**config.mk**
```make
export PLATFORM = sky130hd
export DESIGN_NAME = msb_first_bit_unpacker_unit
export DESIGN_NICKNAME = d
export VERILOG_FILES = /design/src/hw/rtl/mbu_pkg.sv /design/src/hw/rtl/mbu_front.sv /design/src/hw/rtl/mbu_back.sv /design/src/hw/rtl/msb_first_bit_unpacker_unit.sv
export VERILOG_INCLUDE_DIRS = /design/src /design/src/hw/rtl
export SDC_FILE = /design/constraint.sdc
export NUM_CORES = 1
export LEC_CHECK = 0
export BUFFER_PORTS_ARGS = -buffer_cell sky130_fd_sc_hd__buf_2
export CAP_MARGIN = 20
export CORE_MARGIN = 3
export CORE_UTILIZATION = 50
export CTS_CLUSTER_DIAMETER = 100
export DETAILED_ROUTE_END_ITERATION = 10
export PLACE_DENSITY_LB_ADDON = 0.1
export SYNTH_ARGS = -nofsm -noshare
export SYNTH_HDL_FRONTEND = slang
export SYNTH_SLANG_ARGS = --single-unit
```
**constraint.sdc**
```tcl
create_clock -name clk -period 5.2 [get_ports clk]
set_input_delay 0 -clock clk [delete_from_list [all_inputs] [get_ports clk]]
set_output_delay 0 -clock clk [all_outputs]
set_load 0.01 [all_outputs]
```
**src/hw/rtl/assert_macros.svh**
```systemverilog
// Assertion helpers for the RTL, used by the unpacker top level.
`ifndef ASSERT_MACROS_SVH
`define ASSERT_MACROS_SVH

// Checks that a condition holds at every clock edge outside reset.
`define ASSERT_ALWAYS(label, clk, rst_n, cond) \
	label: assert property (@(posedge clk) disable iff (!(rst_n)) (cond)) \
		else $error("assertion failed: invariant");

// Checks that an antecedent implies a consequent in the next cycle.
`define ASSERT_NEXT(label, clk, rst_n, ante, cons) \
	label: assert property (@(posedge clk) disable iff (!(rst_n)) (ante) |=> (cons)) \
		else $error("assertion failed: next-cycle implication");

`endif

```
**src/hw/rtl/mbu_pkg.sv**
```systemverilog
package mbu_pkg;

	localparam int STORE_BITS = 64;
	localparam int CNT_W = 7;
	localparam int VALUE_W = 64;
	localparam int BYTE_W = 8;
	localparam int FILL_LIMIT = STORE_BITS - BYTE_W;

	localparam logic OP_PUSH = 1'b0;
	localparam logic OP_READ = 1'b1;

	typedef enum logic [1:0] {
		STAT_OK    = 2'd0,
		STAT_SHORT = 2'd1,
		STAT_FULL  = 2'd2
	} status_t;

	typedef enum logic [1:0] {
		CMD_PUSH = 2'd0,
		CMD_READ = 2'd1,
		CMD_SKIP = 2'd2
	} cmd_kind_t;

	typedef struct packed {
		cmd_kind_t          kind;
		logic [BYTE_W-1:0]  data_byte;
		logic [CNT_W-1:0]   read_width;
	} cmd_t;

	typedef struct packed {
		logic [VALUE_W-1:0] read_value;
		status_t            status;
		logic [CNT_W-1:0]   bits_held;
	} res_t;

endpackage

```
**src/hw/rtl/mbu_front.sv**
```systemverilog
module mbu_front import mbu_pkg::*; (
	input  logic              clk,
	input  logic              arst_n,
	input  logic              push,
	output logic              full,
	input  logic              op,
	input  logic [BYTE_W-1:0] data_byte,
	input  logic [CNT_W-1:0]  read_width,
	output logic              cmd_valid,
	output cmd_t              cmd,
	input  logic              cmd_take
);

	cmd_t       cmd_in;
	cmd_t       slot_q [2];
	logic       wr_ptr_q;
	logic       rd_ptr_q;
	logic [1:0] count_q;
	logic       wr_en;
	logic       rd_en;

	// A read of zero bits touches no state, so it is tagged here and skipped later.
	always_comb begin
		cmd_in.data_byte  = data_byte;
		cmd_in.read_width = read_width;
		if (op == OP_PUSH) begin
			cmd_in.kind = CMD_PUSH;
		end else if (read_width == '0) begin
			cmd_in.kind = CMD_SKIP;
		end else begin
			cmd_in.kind = CMD_READ;
		end
	end

	assign full      = (count_q == 2'd2);
	assign cmd_valid = (count_q != 2'd0);
	assign cmd       = slot_q[rd_ptr_q];
	assign wr_en     = push && !full;
	assign rd_en     = cmd_take && cmd_valid;

	always_ff @(posedge clk) begin
		if (wr_en) begin
			slot_q[wr_ptr_q] <= cmd_in;
		end
	end

	always_ff @(posedge clk or negedge arst_n) begin
		if (!arst_n) begin
			wr_ptr_q <= 1'b0;
			rd_ptr_q <= 1'b0;
			count_q  <= 2'd0;
		end else begin
			if (wr_en) begin
				wr_ptr_q <= !wr_ptr_q;
			end
			if (rd_en) begin
				rd_ptr_q <= !rd_ptr_q;
			end
			case ({wr_en, rd_en})
				2'b10: count_q <= count_q + 2'd1;
				2'b01: count_q <= count_q - 2'd1;
				default: count_q <= count_q;
			endcase
		end
	end

endmodule

```
**src/hw/rtl/mbu_back.sv**
```systemverilog
module mbu_back import mbu_pkg::*; (
	input  logic             clk,
	input  logic             arst_n,
	input  logic             cmd_valid,
	input  cmd_t             cmd,
	output logic             cmd_take,
	output logic             empty,
	input  logic             pop,
	output res_t             res,
	output logic [CNT_W-1:0] held_count
);

	logic [STORE_BITS-1:0] store_q;
	logic [CNT_W-1:0]      held_q;
	logic [STORE_BITS-1:0] store_d;
	logic [CNT_W-1:0]      held_d;
	logic [STORE_BITS-1:0] byte_ext;
	logic [CNT_W-1:0]      room_shift;
	logic [CNT_W-1:0]      take_shift;
	res_t                  res_d;
	res_t                  slot_q [2];
	logic                  wr_ptr_q;
	logic                  rd_ptr_q;
	logic [1:0]            count_q;
	logic                  exec;
	logic                  rd_en;

	assign cmd_take   = (count_q != 2'd2);
	assign exec       = cmd_valid && cmd_take;
	assign empty      = (count_q == 2'd0);
	assign rd_en      = pop && !empty;
	assign res        = slot_q[rd_ptr_q];
	assign held_count = held_q;

	assign byte_ext   = STORE_BITS'(cmd.data_byte);
	assign room_shift = CNT_W'(FILL_LIMIT) - held_q;
	assign take_shift = CNT_W'(STORE_BITS) - cmd.read_width;

	// Held bits sit at the top of the store; free bits below them stay zero.
	always_comb begin
		store_d          = store_q;
		held_d           = held_q;
		res_d.read_value = '0;
		res_d.status     = STAT_OK;
		unique case (cmd.kind)
			CMD_PUSH: begin
				if (held_q > CNT_W'(FILL_LIMIT)) begin
					res_d.status = STAT_FULL;
				end else begin
					store_d = store_q | (byte_ext << room_shift);
					held_d  = held_q + CNT_W'(BYTE_W);
				end
			end
			CMD_READ: begin
				if (cmd.read_width > held_q) begin
					res_d.status = STAT_SHORT;
				end else begin
					res_d.read_value = VALUE_W'(store_q >> take_shift);
					store_d          = store_q << cmd.read_width;
					held_d           = held_q - cmd.read_width;
				end
			end
			default: begin
			end
		endcase
		res_d.bits_held = held_d;
	end

	always_ff @(posedge clk) begin
		if (exec) begin
			slot_q[wr_ptr_q] <= res_d;
		end
	end

	always_ff @(posedge clk or negedge arst_n) begin
		if (!arst_n) begin
			store_q  <= '0;
			held_q   <= '0;
			wr_ptr_q <= 1'b0;
			rd_ptr_q <= 1'b0;
			count_q  <= 2'd0;
		end else begin
			if (exec) begin
				store_q  <= store_d;
				held_q   <= held_d;
				wr_ptr_q <= !wr_ptr_q;
			end
			if (rd_en) begin
				rd_ptr_q <= !rd_ptr_q;
			end
			case ({exec, rd_en})
				2'b10: count_q <= count_q + 2'd1;
				2'b01: count_q <= count_q - 2'd1;
				default: count_q <= count_q;
			endcase
		end
	end

endmodule

```
**src/hw/rtl/msb_first_bit_unpacker_unit.sv**
```systemverilog
// MSB-first bit unpacker with a 64-bit buffer. Each push appends one byte after the held
// bits, and each read returns the oldest 1 to 64 bits right-aligned; every transaction
// yields exactly one result carrying a status and the count of bits held afterward. The
// unit sustains one transaction per clock while no queue is full: the buffer shifter and
// count update in the back end handle one item per cycle, and a two-entry queue on each
// side lets either side stall alone. Each item is queued as a command, then as a result.
`include "assert_macros.svh"

module msb_first_bit_unpacker_unit import mbu_pkg::*; (
	input  logic               clk,
	input  logic               arst_n,
	input  logic               push,
	output logic               full,
	input  logic               op,
	input  logic [BYTE_W-1:0]  data_byte,
	input  logic [CNT_W-1:0]   read_width,
	output logic               empty,
	input  logic               pop,
	output logic [VALUE_W-1:0] read_value,
	output logic [1:0]         status,
	output logic [CNT_W-1:0]   bits_held
);

	logic             cmd_valid;
	logic             cmd_take;
	cmd_t             cmd;
	res_t             res;
	logic [CNT_W-1:0] held_count;

	mbu_front u_front (
		.clk        (clk),
		.arst_n     (arst_n),
		.push       (push),
		.full       (full),
		.op         (op),
		.data_byte  (data_byte),
		.read_width (read_width),
		.cmd_valid  (cmd_valid),
		.cmd        (cmd),
		.cmd_take   (cmd_take)
	);

	mbu_back u_back (
		.clk        (clk),
		.arst_n     (arst_n),
		.cmd_valid  (cmd_valid),
		.cmd        (cmd),
		.cmd_take   (cmd_take),
		.empty      (empty),
		.pop        (pop),
		.res        (res),
		.held_count (held_count)
	);

	assign read_value = res.read_value;
	assign status     = res.status;
	assign bits_held  = res.bits_held;

	`ASSERT_ALWAYS(a_held_in_range, clk, arst_n, held_count <= CNT_W'(STORE_BITS))
	`ASSERT_NEXT(a_accept_queues_cmd, clk, arst_n, push && !full, cmd_valid)
	`ASSERT_ALWAYS(a_fail_has_no_value, clk, arst_n, empty || status == STAT_OK || read_value == '0)
	`ASSERT_ALWAYS(a_status_legal, clk, arst_n, empty || status != 2'd3)

endmodule

```
==> impl_metrics.ini <==
[yosys]
synthCells = 1801
syn-num-nets = 1836
syn_area_per_cell_sq_um = 10.4
synth_ff_type = edfxtp_1
ys_seq_area_frac = 0.392
async_reset_ff_frac = 0.305
ys_types = 76
yosys_warnings = 0
ys_seq_elements = 259
syn_area_sq_um = 18800
synth_edf_count = 180

[routing]
antenna_left = 0
wl_mm = 68.5
drt_iter0_drc = 1821
viasPerCell = 6.70
drc = 0
wl_per_cell_microns = 28.5
vias = 16085
drtPass1Iterations = 7

[global_route]
grt_overflow = 0
antenna_found_initial = 0
grt_usage = 0.338
grt_pass1_vias = 15611
grt_max_degree = 92
grt_pass1_wl_mm = 101

[worst_setup_path]
start_kind = flop
worstPathArrival_ps = 4870
path_buf_inv = 4
critical_path_class = flop to flop
cp-end-kind = flop
path_max_fanout = 42
slowest_stage = a2111oi_0
cp_cell_sequence = buf_4 -> mux2_2 -> inv_1 -> buf_4 -> nand3_1 -> xnor2_2 -> buf_12 -> mux2i_1 -> mux2i_1 -> a2111oi_0
critical_path_required_ps = 5470
cp_slowest_stage_delay_ps = 760
cp_top_family = buffers and inverters

[placement]
place_hpwl_mm = 51.2
place_area_sq_um = 19900
dp.cells = 2327
portBuffers = 94
gp_congestion = 1.01

[sta]
period_share = 0.884
finalMaxSlewViolations = 0
setup_violations = 0
rsz0062_at_grt = no
holdWs_ps = 143
fmax_ghz = 0.218
worstMarginPinSlew_ps = 1170
clock_skew_ps = 19.7
finalHoldViolCount = 0
slew_headroom = 0.222
post-route-min-period_ps = 4590
fin_setup_tns_ps = 0

[clock_network]
clkTransAtPathRegs_ps = 60
clock-sinks = 259
post-cts-setup-buffer-count = 0
ctsLongestPathBuffers = 3
clock_latency_ps = 590
htree_levels = 1
cts_root_buffer = clkbuf_16
cts_buffers = 29
cts_tree = yes

[finish]
final_common_cell = mux2i_1
drive_above_1_share = 0.194
area_delta_synth_final_pct = 11.8
diodes = 0
fillers = 3231
mostFrequentLayoutCells = 335 x mux2i_1, 201 x nand2_1, 180 x edfxtp_1, 126 x nor2_1, 95 x mux2_2
stdcell_area_sq_um = 21000
final_cells = 2402
nets = 1910

[floorplan]
die_area_sq_um = 40000
io_pins = 95
die_w_microns = 200
start_util = 0.510
rows = 70
die_h_microns = 200
core-area_sq_um = 36900

[run_status]
status = completed

[worst_hold_path]
worstHoldPathType = primary input to flop

[run]
drv_cap = 0
## synth_stat cells, types with 12 or more instances
cell type / instances / share of area
mux2i_1: 335 / 0.18
buf_1: 12 / 0.0024
a31oi_1: 35 / 0.012
nor2b_1: 13 / 0.0043
xnor2_1: 26 / 0.012
nor3_1: 13 / 0.0035
inv_1: 21 / 0.0042
nand3_1: 30 / 0.0080
a211oi_1: 26 / 0.010
ha_1: 14 / 0.0093
nor2_1: 129 / 0.026
a21oi_1: 87 / 0.023
mux4_2: 46 / 0.055
dfrtp_1: 79 / 0.11
o21ai_0: 84 / 0.022
o211ai_1: 12 / 0.0048
mux2_2: 95 / 0.057
a22oi_1: 32 / 0.013
o22ai_1: 49 / 0.016
buf_4: 12 / 0.0048
buf_2: 28 / 0.0074
clkbuf_1: 72 / 0.014
nand2_1: 201 / 0.040
edfxtp_1: 180 / 0.29
a22o_1: 16 / 0.0074
## cells by family after synthesis
kind of cell / synth area share
AOI/OAI and AO/OA: 0.150
xor gates and xnor gates: 0.0149
adders and majority gates: 0.0104
buffers and inverters: 0.0394
DFF: 0.392
muxes: 0.298
and+or+nand+nor: 0.0955
## area by class of cell
class,count,area (sq um),area share
clock inverter,17,184,0.00874
sequential,259,7380,0.351
multi-input combinational,1385,10800,0.512
timing repair buffer,176,1200,0.0571
inverter,24,92.6,0.00440
tap,504,631,0.0300
clock buffer,37,776,0.0369
## state kept, by name, indices dropped and copies added (netlist names)
name	cells
u_back.slot_q	146
u_back.wr_ptr_q	1
u_front.slot_q	34
u_back.count_q	2
u_back.held_count	7
u_front.wr_ptr_q	1
u_front.count_q	2
u_back.rd_ptr_q	1
u_front.rd_ptr_q	1
u_back.store_q	64
## metal layers
metal,vias up,GRT usage,part of all wire
met3,217,0.0554,0.083
met2,891,0.529,0.45
li1,7068,-,-
met5,-,0,0
met4,0,0.188,0.067
met1,7909,0.451,0.40
## stage by stage
stage | utilization | setup slack (ps)
2_1_floorplan | - | 951
3_3_place_gp | 0.539 | 551
3_5_place_dp | 0.539 | 655
4_1_cts | 0.571 | 625
5_1_grt | 0.571 | 413
6_report | 0.571 | 605
## repair_timing
| item | CTS | global route |
|---|---|---|
| hold buffers | 21 | 0 |
| hold endpoints to repair | 79 | 0 |
| gates resized for setup | 0 | 0 |
## path summary, 6_finish.rpt
kind / from / slack (ps) / endpoint / depth (start not counted)
max: u_front.rd_ptr_q$_DFFE_PN0P_ / 610 / u_back.slot_q[0][27]$_DFFE_PP_ / 10
min: data_byte[1] / 140 / u_front.slot_q[0][8]$_DFFE_PP_ / 2
max reg2reg: u_front.rd_ptr_q$_DFFE_PN0P_ / 610 / u_back.slot_q[0][27]$_DFFE_PP_ / 10
min reg2reg: u_front.wr_ptr_q$_DFFE_PN0P_ / 500 / u_front.wr_ptr_q$_DFFE_PN0P_ / 1
max in group asynchronous: arst_n / 3870 / u_back.rd_ptr_q$_DFFE_PN0P_ / 4
min in group asynchronous: arst_n / 430 / u_back.store_q[1]$_DFFE_PN0P_ / 4
Power is left out: the tool's default activity adds up to more than one toggle a clock period on the data nets, which glitch-free logic cannot reach.
